==> config.mk <==
export PLATFORM = sky130hd
export DESIGN_NAME = mrm_sat
export DESIGN_NICKNAME = d
export VERILOG_FILES = /design/src/rtl/mrm_pkg.sv /design/src/rtl/mrm_sat.sv
export SDC_FILE = /design/constraint.sdc
export NUM_CORES = 1
export LEC_CHECK = 0
export BUFFER_PORTS_ARGS = -buffer_cell sky130_fd_sc_hd__buf_4
export CAP_MARGIN = 10
export CORE_AREA = 2 2 157 159
export DETAILED_ROUTE_END_ITERATION = 16
export DIE_AREA = 0 0 159 161
export MAX_ROUTING_LAYER = met4
export PLACE_DENSITY = 0.53
export SETUP_SLACK_MARGIN = 0.3
export SYNTH_ARGS = -nofsm -noshare
export SYNTH_HDL_FRONTEND = slang
export SYNTH_SLANG_ARGS = --single-unit
==> constraint.sdc <==
create_clock -name clk -period 1.2 [get_ports clk]
set_clock_uncertainty 0.05 [all_clocks]
set_input_delay 0 -clock clk [delete_from_list [all_inputs] [get_ports clk]]
set_output_delay 0 -clock clk [all_outputs]
set_load 0.01 [all_outputs]
==> src/rtl/mrm_pkg.sv <==
`default_nettype none

package mrm_pkg;

  localparam int ELEM_WIDTH_DEF = 32;
  localparam int FRAC_BITS_DEF  = 16;

  localparam int FIELD_W = 32;
  localparam int ROWS    = 4;
  localparam int ROW_W   = 2;

  localparam logic OP_LOAD = 1'b0;
  localparam logic OP_MUL  = 1'b1;

  typedef struct packed {
    logic             vld;
    logic             op;
    logic [ROW_W-1:0] row;
  } mrm_ctl_t;

endpackage

`default_nettype wire

==> src/rtl/mrm_sat.sv <==
`default_nettype none

// Drop the fraction bits, clamp to the element range and hold the result.
module mrm_sat import mrm_pkg::*; #(
  parameter int EW        = 32,
  parameter int ACC_W     = 66,
  parameter int FRAC_BITS = 16
) (
  input  wire logic                        clk,
  input  wire logic                        rst_n,
  input  wire logic                        en,
  input  wire mrm_ctl_t                    ctl_i,
  input  wire logic [ROWS-1:0][ACC_W-1:0]  psum_i,
  output      logic                        out_vld,
  output      logic [ROW_W-1:0]            out_row,
  output      logic [ROWS-1:0][FIELD_W-1:0] prod
);

  localparam logic signed [ACC_W-1:0] MAX_V = {{(ACC_W-EW+1){1'b0}}, {(EW-1){1'b1}}};
  localparam logic signed [ACC_W-1:0] MIN_V = ~MAX_V;

  logic                          out_vld_r;
  logic [ROW_W-1:0]              row_r;
  logic [ROWS-1:0][FIELD_W-1:0]  prod_r, prod_nxt;
  logic signed [ACC_W-1:0]       shr [ROWS];
  logic [EW-1:0]                 sat [ROWS];

  always_comb begin
    for (int j = 0; j < ROWS; j++) begin
      shr[j] = $signed(psum_i[j]) >>> FRAC_BITS;
      if (shr[j] > MAX_V) begin
        sat[j] = MAX_V[EW-1:0];
      end else if (shr[j] < MIN_V) begin
        sat[j] = MIN_V[EW-1:0];
      end else begin
        sat[j] = shr[j][EW-1:0];
      end
      prod_nxt[j] = FIELD_W'($signed(sat[j]));
    end
  end

  always_ff @(posedge clk) begin
    if (!rst_n) begin
      out_vld_r <= 1'b0;
    end else if (en) begin
      out_vld_r <= ctl_i.vld && (ctl_i.op == OP_MUL);
    end
  end

  always_ff @(posedge clk) begin
    if (en) begin
      row_r  <= ctl_i.row;
      prod_r <= prod_nxt;
    end
  end

  assign out_vld = out_vld_r;
  assign out_row = row_r;
  assign prod    = prod_r;

endmodule

`default_nettype wire

Yosys cells after proc, flatten, opt, wreduce, memory -nomap -nowiden
Cells that the tools add are included.
{"block": "totals", "regBits": 131, "inputBits": 271, "output_inout_bits": 131, "wordCells": 19}
{"block": "op_classes", "order_cmp": 8, "mux": 4, "n_reduce_logical": 1}
{"operator": "> comparator 50 x 32 -> 1 bit (second input constant)", "count": 4}
{"operator": "< comparator 50 x 32 -> 1 bit (second input constant)", "count": 4}
{"operator": "2-to-1 mux 32 bit", "count": 4}
{"operator": "logical AND 1 bit", "count": 1}

Logic depth before layout (Yosys ltp)
Gate-level depths: netlist (run 1).
{"block": "depth", "depth_word": 2, "ltp_mapped": 5, "ltp_nobuf": 4}

Least setup slack after synthesis (run 1)
Ideal clock, no wire load.
{"block": "synth_timing", "path_type": "input to register", "startpoint": "in psum_i[60] in the netlist's numbering", "endpoint": "reg prod_r (netlist bit prod[0]) (data pin)", "setup_ns": 0.130, "t_arrival_ns": 1.036, "path_slack_ns": -0.016, "path_stages": 5, "path_buffers": 1, "cell_sequence": "nand4_1 > or4_4 > o21ai_4 > buf_6 > o21a_1"}
{"block": "synth_between", "elab_chain_cells": 2, "word_cells_on_any_way": 3, "classes_between": "order compare: 2; mux: 1"}
{"element": "from (decl)", "line": "mrm_sat.sv:13", "source": "input wire logic [ROWS-1:0][ACC_W-1:0] psum_i,"}
{"element": "< comparator 50 x 32 -> 1 bit", "line": "mrm_sat.sv:33", "source": "end else if (shr[j] < MIN_V) begin"}
{"element": "2-to-1 mux 32 bit", "line": "mrm_sat.sv:33"}
{"element": "to (signal assigned)", "line": "mrm_sat.sv:53", "source": "prod_r <= prod_nxt;"}
{"element": "to (decl)", "line": "mrm_sat.sv:24", "source": "logic [ROWS-1:0][FIELD_W-1:0] prod_r, prod_nxt;"}
Several ways; a longest one is shown, not always the timed one.
A chain may end at the register's enable or synchronous reset.

Worst setup path after layout (run 1)
{"block": "layout_timing", "startpoint": "in psum_i[60] in the netlist's numbering", "endpoint": "reg prod_r (netlist bit prod[23]) (data pin)"}
The elaborated chain is that of the path after synthesis.

==> results of run 1 <==
==> worst max-delay path, stage by stage <==
cell and delay [ns]:
buf_6 0.07, nand4_1 0.10, or4_4 0.54, o21ai_4 0.17, buf_12 0.15, buf_12 0.11
o21a_1 0.14
==> kinds of logic after synthesis <==
group	count (synthesis)	share of synthesized area, %
buf+inv	28	3.58
flops	131	71.9
compound gates	133	19.1
simple gates	50	5.43
==> final timing paths <==
kind                       endpoint  slack [ns]
max          prod[23]$_SDFFCE_PN1P_        0.11
min reg2reg    out_vld$_SDFFE_PN0P_        0.55
max reg2reg    out_vld$_SDFFE_PN0P_        0.48
min          prod[63]$_SDFFCE_PN0P_      -0.006
==> cell usage after synthesis <==
cell,number
dfxtp_1,1
and3_1,4
nand2_1,4
or4_4,1
nand4_1,16
o21ai_4,1
a31oi_1,4
nand2b_1,1
clkbuf_1,16
nand3_1,1
nor2_1,4
o21a_1,31
edfxtp_1,130
o31ai_4,3
or3_1,3
a21o_1,93
a21boi_0,1
nor4_1,16
buf_6,12
==> routing by layer <==
layer,vias up,wire (um),track usage [%],part of all wire [%]
met5,-,0,-,0
met4,0,263,4.46,1.3
met3,13,1320,4.65,6.7
met2,209,10200,25.5,52
met1,2451,7990,17.0,40
li1,2392,-,-,-
==> where the power goes <==
| group | internal, uW | total [uW] | switching (uW) |
|---|---|---|---|
| Clock | 3610 | 5620 | 2000 |
| Combinational | 1790 | 2810 | 1030 |
| Sequential | 5490 | 5660 | 173 |
| Total | 10900 | 14100 | 3210 |
==> through the flow <==
stage          utilization, %  setup WS (ns)  setup TNS [ns]
2_1_floorplan               -        -0.0160          -0.479
3_3_place_gp             35.7         -0.238          -24.95
3_5_place_dp             35.7         -0.255          -24.55
4_1_cts                  47.2          0.130               0
5_1_grt                  48.7         0.0941               0
6_report                 48.7          0.112               0
==> sequential cells by signal, summed over array words and instances, names as in the netlist <==
register	flops
prod	128
out_row	2
out_vld	1
==> area by class of cell <==
class / instances / area (um2) / share of cell area, %
well taps: 324 / 405 / 3.47
flip-flops and latches: 131 / 3930 / 33.6
clock buffers: 21 / 460 / 3.94
clock inverters: 11 / 179 / 1.53
multi-input cells: 183 / 1570 / 13.4
repair buffers: 520 / 5130 / 44.0
==> timing repair <==
item                                   4_1_cts  5_1_grt
resized for setup                          147       52
pin swaps                                   19        9
gates cloned                                 8        5
buffers inserted                             4        6
setup endpoints to repair                  255      255
endpoints found under the hold margin      136       13
==> results, run 1 <==
- The sort of element at the end of the critical path is a register.
- In this run the cell area of the synthesized design comes to 0.00546 mm2.
- The worst relative slew slack is 76.6%.
- After clock tree synthesis, the clock-pin slew on the worst setup and hold paths is 0.06 ns.
- Leaving out fill and tap cells, the most frequent cell in the layout is buf_4.
- The number of max-slew violations in the final report is 0.
- The count of hold-fix buffers inserted at cts is 134.
- The number of antenna violations at the first check in global routing was 0.
- The number of buffers on the longest clock path is 2.
- In this run the standard cell core region covers 0.0240 mm2.
- Global routing used 15.0% of the available tracks across all layers.
- For the pin with the worst max-slew slack, the measured transition is 0.351 ns.
- After filler insertion, the fill cell instance count of the layout stands at 2149.
- The maximum fanout along the worst path is 6.
- The final reports fail on hold timing.
- The clock period minus worst slack is 1.09 ns.
- The final critical-path share of the clock period is 90.7%.
- The floorplan step set the die height to 161 um.
- Clock tree synthesis inserted a total of 17 buffers.
- The final non-filler cell area is 0.0117 mm2.
- Setup violations remaining at the end of the flow were counted as 0.
- Once placement finished, the instance area stood at 0.00856 mm2.
- The net count after synthesis is 613.
- The number of hold violations in the final report is 8.
- The CTS root buffer is clkbuf_16.
- The count of routing violations after the opening detailed-route iteration is 236.
- The count of distinct cell types in the synthesized netlist is 19.
- Of all cell types, the one taking the most synthesized area is edfxtp_1.
- For the worst setup path, the data required time is 1.41 ns.
- Summed over its instances, the top area cell type makes up 71.5% of the synthesized netlist area.
- The full die area is 0.0256 mm2.
- The count of TritonRoute iterations in the first routing pass is 6.
- The routed via count is 5065.
- Across the run, the number of max-cap violations was 0.
- For this run, the register share of the synthesized area comes to 71.9%.
- The level count of the clock H-tree is 4.
- Counting cells, the worst reg-to-reg path comes to 3.
- The mean instance size in the synthesized netlist is 16.0 um2.
- After the last flow step, the layout net total stands at 1124.
- Setup repair after global routing could not meet its margin everywhere.
- The congestion estimate from routability-driven global placement came to 0.750.
- The number of antenna diodes in the final layout is 0.
- The placed wire-length estimate is 12.5 mm.
- Synthesis handed over a netlist of 342 instances.
- The Yosys step of the flow raised 0 warnings.
- The boundary pin count is 402.
- Across all hold checks on the routed design, the worst slack comes to -0.00585 ns.
- The fraction of final layout cells with drive strength greater than 1 is 51.6%.
- The pin count of the biggest net entering global routing is 56.
- The mean number of vias per cell is 4.26.
- The run finished, with violations left.
- From left edge to right edge, the die measures 159 um.
- For this design the static power due to leakage is 0.00504 uW.
- The first global-routing pass estimated 29.1 mm of wire.
- The path class of the tightest hold or removal check is input pin to register.
- VDD sags by at most 782 uV.
- The remaining antenna violation count after routing is 0.
- The final layout contains routed wiring with a total length of 19.8 mm.
- The count of buffers inserted at the top-level ports is 337.
- The initial standard-cell utilization of the core is 22.8%.
- In this run, synthesis produced a sequential element count of 131.
- Once placement completed, the tool counted placed cells totaling 1001.
- The non-filler instance count after layout is 1190.
- The worst hold path startpoint is en.
- The number of standard-cell rows in the floorplan is 57.
- The worst setup path is launched from an input pin.
- In the final routed layout, each cell accounts on average for 16.6 um.
- Leaving out fill and tap cells, the most frequent cells in the layout are buf_4, buf_6, dlygate4sd3_1.
- STA puts the critical path data arrival time at 1.30 ns.
- CTS saw 131 sinks.
- The worst hold path was traced through 2 stages.
- The DRC violation count after routing is 0.
- The TritonCTS clock tree is yes.
- Power comes to 14100 uW.
- The worst register-to-register path begins at out_vld$_SDFFE_PN0P_.
- For this run, the top clock speed supported by timing is 0.919 GHz.
- The number of global-route vias before repair is 5416.
- The insertion delay to the later sink of the worst-skew pair is 0.40 ns.
- Summed over all layers, the global routing overflow is 0.
- The power density over cell area is 1210 mW/mm2.
- The critical path is of the input pin to register type.
- The timing startpoint of the critical path is psum_i[60].
- After synthesis, the cell types taking the most area are edfxtp_1, a21o_1, o21a_1.
- The post-synthesis to final-layout area growth is 114%.
No activity file was read; power rests on OpenSTA's default activity.
==> run 2: changes to the inputs <==
--- a/config.mk
+++ b/config.mk
@@ -11,7 +11,7 @@
 export DETAILED_ROUTE_END_ITERATION = 16
 export DIE_AREA = 0 0 159 161
 export MAX_ROUTING_LAYER = met4
-export PLACE_DENSITY = 0.53
+export PLACE_DENSITY_LB_ADDON = 0.1
 export SETUP_SLACK_MARGIN = 0.3
 export SYNTH_ARGS = -nofsm -noshare
 export SYNTH_HDL_FRONTEND = slang
==> run 2 against run 1 <==
Effect of this change:
- the flow still finishes with violations (hold timing)
- final area is 0.28% lower
- sequential share of layout area increased by 0.094 points
- largest cell class unchanged
- worst hold slack worse by 0.078 ns
- fmax decreased by 5.4%
- first-iteration DRC count is 18% lower
- critical path depth unchanged
- total power fell by 1.4%
- via count increased by 1.3%
- utilization down 0.14 points
==> results, run 2 (synthesized netlist as in run 1, its figures left out) <==
- Traced cell by cell, the critical path runs through buf_4, nor4_2, and3_4, a31oi_4, buf_12, buf_16, a21o_1.
- The worst hold path startpoint is en.
- The launching point of the worst reg2reg path is out_vld$_SDFFE_PN0P_.
- 402 I/O pins were placed.
- The final worst-path setup slack is 0.0505 ns.
- In this run the standard cell core region covers 0.0240 mm2.
- The critical path buffer and inverter count is 3.
- The sequential power share is 40.7%.
- The internal portion of the total power is 10600 uW.
- After clock tree synthesis, the flow added hold-fix buffers numbering 133.
- Clock tree synthesis found a total of 131 sinks.
- The flip-flop count of the largest register after layout is 128.
- The slowest stage of the critical path is the nor4_2 cell.
- The path with the worst hold slack has its endpoint at prod[33]$_SDFFCE_PN1P_.
- In this run the static leakage power is 0.00503 uW.
- Dividing the detail-routed wire length by the instance count gives 17.2 um.
- The global-route wire length before repair is 30.8 mm.
- The signal arrival time at the worst endpoint is 1.27 ns.
- Global routing used 16.0% of the available tracks.
- Of the available clock period, the critical path in the final layout requires 95.8%.
- Detailed placement ended at an HPWL of 13.3 mm.
- The most common library cell in the layout ignoring fill and taps is buf_4.
- The TritonCTS clock tree is yes.
- Setup repair after global routing could not meet its margin everywhere.
- The final route contains 5130 vias.
- The stage delay of the slowest cell on the critical path is 0.28 ns.
- The design draws 13900 uW.
- The clock-pin slew of the registers on the worst-case setup and hold paths is 0.06 ns.
- The number of buffers added by the clock tree synthesis step is 17.
- The die boundary height is 161 um.
- In the routed layout, each cell is associated on average with a via count of 4.31.
- Across the VDD grid, the largest voltage drop is 742 uV.
- On the critical path the largest part of the delay comes from simple AND/OR/NAND/NOR gates.
- Clock latency on the worst-skew pair, taken at its later pin, is 0.42 ns.
- For the worst flop-to-flop path, the logic depth is 2.
- The slew at the pin with the worst max-slew slack is 0.376 ns.
- Once the floorplan was initialized, standard cells occupied 22.8% of the core.
- After global routing the overflow that remains totals 0.
- The number of hold violations in the final report is 14.
- Cells with a size suffix above 1 make up 51.5% of the layout.
- In this run the worst path has a maximum fanout of 5.
- The setup-violating endpoint count in the final report is 0.
- The count of TritonRoute iterations in the first routing pass is 4.
- The number of standard-cell rows in the floorplan is 57.
- Port buffering added 337 buffers.
- The critical path is of the input pin to register type.
- The final reports fail on hold timing.
- The number of nets in the finished design is 1124.
- Derived from the worst setup path, the maximum achievable clock frequency is 0.870 GHz.
- Net switching is 23.9% of the power.
- From left edge to right edge, the die measures 159 um.
- In this run the remaining antenna-violating nets after routing total 0.
- The analysis attributes to net switching a power of 3320 uW.
- The number of antenna violations at the first check in global routing came to 0.
- The detailed router finished its first iteration with 194 violations.
- The number of global-route vias before repair is 5728.
- The area growth from synthesis to layout is 113%.
- The worst slack at placement is -0.242 ns.
- The number of max-slew violations in the final report is 0.
- Data on the critical path is required at its endpoint by 1.32 ns.
- The sum of routed wire length over all layers is 20.4 mm.
- Power spread over the standard cell area amounts to 1190 mW/mm2.
- For this run, design rule violations remaining after detail routing come to 0.
- In the layout the commonest cells are buf_4, buf_6, dlygate4sd3_1.
- The min-delay analysis places its worst path in the category input pin to register.
- The level count of the clock H-tree is 4.
- The startpoint kind of the worst setup timing path is an input pin.
- The sort of element at the end of the critical path is a register.
- The count of antenna diodes in the layout is 0.
- In this run the deepest clock path goes through 2 buffers.
- For the finished layout, the period the worst path requires is 1.15 ns.
- The reg-to-reg endpoint is out_vld$_SDFFE_PN0P_.
- The full die area is 0.0256 mm2.
- After filler insertion, the fill cell instance count of the layout stands at 2180.
- On the final layout, the worst hold slack is -0.0834 ns.
- The flow ran to the end, but the final reports show violations.
- The pin count of the biggest net entering global routing is 32.
- The worst relative slew slack is 74.9%.
- For flop-to-flop paths, the worst setup slack is 0.47 ns.
- Combinational logic burns 20.4% of the power.
- The placer congestion estimate is 0.844.
- The hold path depth is 1.
- The CTS root buffer is clkbuf_16.
- The count of max-cap constraint violations is 0.
- The clock network is responsible for 38.9% of the overall power.
-- run 2: worst reg2reg max path, delay by kind of cell, from the launching register on --
kind	cells	cell delay, ns
DFF	1	0.34
AOI/OAI and AO/OA	1	0.19
and+or+nand+nor	1	0.06
-- run 2: metrics by stage --
| stage | TNS (ns) | instance area (um2) | instances | utilization, % |
|---|---|---|---|---|
| floorplan | -0.479 | 5490 | 342 | - |
| global placement | -20.69 | 8540 | 999 | 35.6 |
| detailed placement | -23.49 | 8540 | 999 | 35.6 |
| CTS | 0 | 11400 | 1188 | 47.5 |
| global route | 0 | 11600 | 1190 | 48.6 |
| finish | 0 | 11600 | 1190 | 48.6 |
-- run 2: what timing repair did --
| action | CTS | global route |
|---|---|---|
| setup buffers | 12 | 1 |
| cloned | 12 | 1 |
| setup endpoints to repair | 255 | 255 |
| gates resized for setup | 146 | 52 |
| pin swaps | 17 | 13 |
| endpoints found under the hold margin | 145 | 14 |
-- run 2: worst max-delay path by stage --
| stage | from | end | slack (ns) | cells past startpoint |
|---|---|---|---|---|
| floorplan | psum_i[60] | prod[0]$_SDFFCE_PN1P_ | -0.02 | 5 |
| global placement | psum_i[58] | prod[0]$_SDFFCE_PN1P_ | -0.21 | 6 |
| detailed placement | psum_i[50] | prod[2]$_SDFFCE_PN1P_ | -0.24 | 6 |
| CTS | prod[90]$_SDFFCE_PN1P_ | prod[90] | 0.09 | 1 |
| global route | psum_i[257] | prod[99]$_SDFFCE_PN1P_ | 0.03 | 7 |
| finish | psum_i[257] | prod[112]$_SDFFCE_PN1P_ | 0.05 | 7 |
-- run 2: power by group through the flow --
stage / registers (uW) / logic (uW) / clock network, uW
global route: 5700 / 3010 / 5720
CTS: 5650 / 2760 / 5560
floorplan: 5890 / 385 / 0
detailed placement: 5690 / 2020 / 0
global placement: 5680 / 2000 / 0
finish: 5660 / 2840 / 5400
-- run 2: area by class of cell --
type	instances	area [um2]	share of cell area, %
Sequential cell	131	3930	33.7
Multi-Input combinational cell	183	1530	13.2
Tap cell	324	405	3.48
Timing Repair Buffer	520	5170	44.4
Clock buffer	17	425	3.65
Clock inverter	15	179	1.54
-- run 2: routing by layer --
layer / up-vias / track usage (%) / share of wire, %
met5: - / - / 0
met4: 0 / 5.66 / 1.7
met3: 26 / 5.75 / 8.1
met2: 236 / 27.3 / 52
met1: 2476 / 17.2 / 38
li1: 2392 / - / -
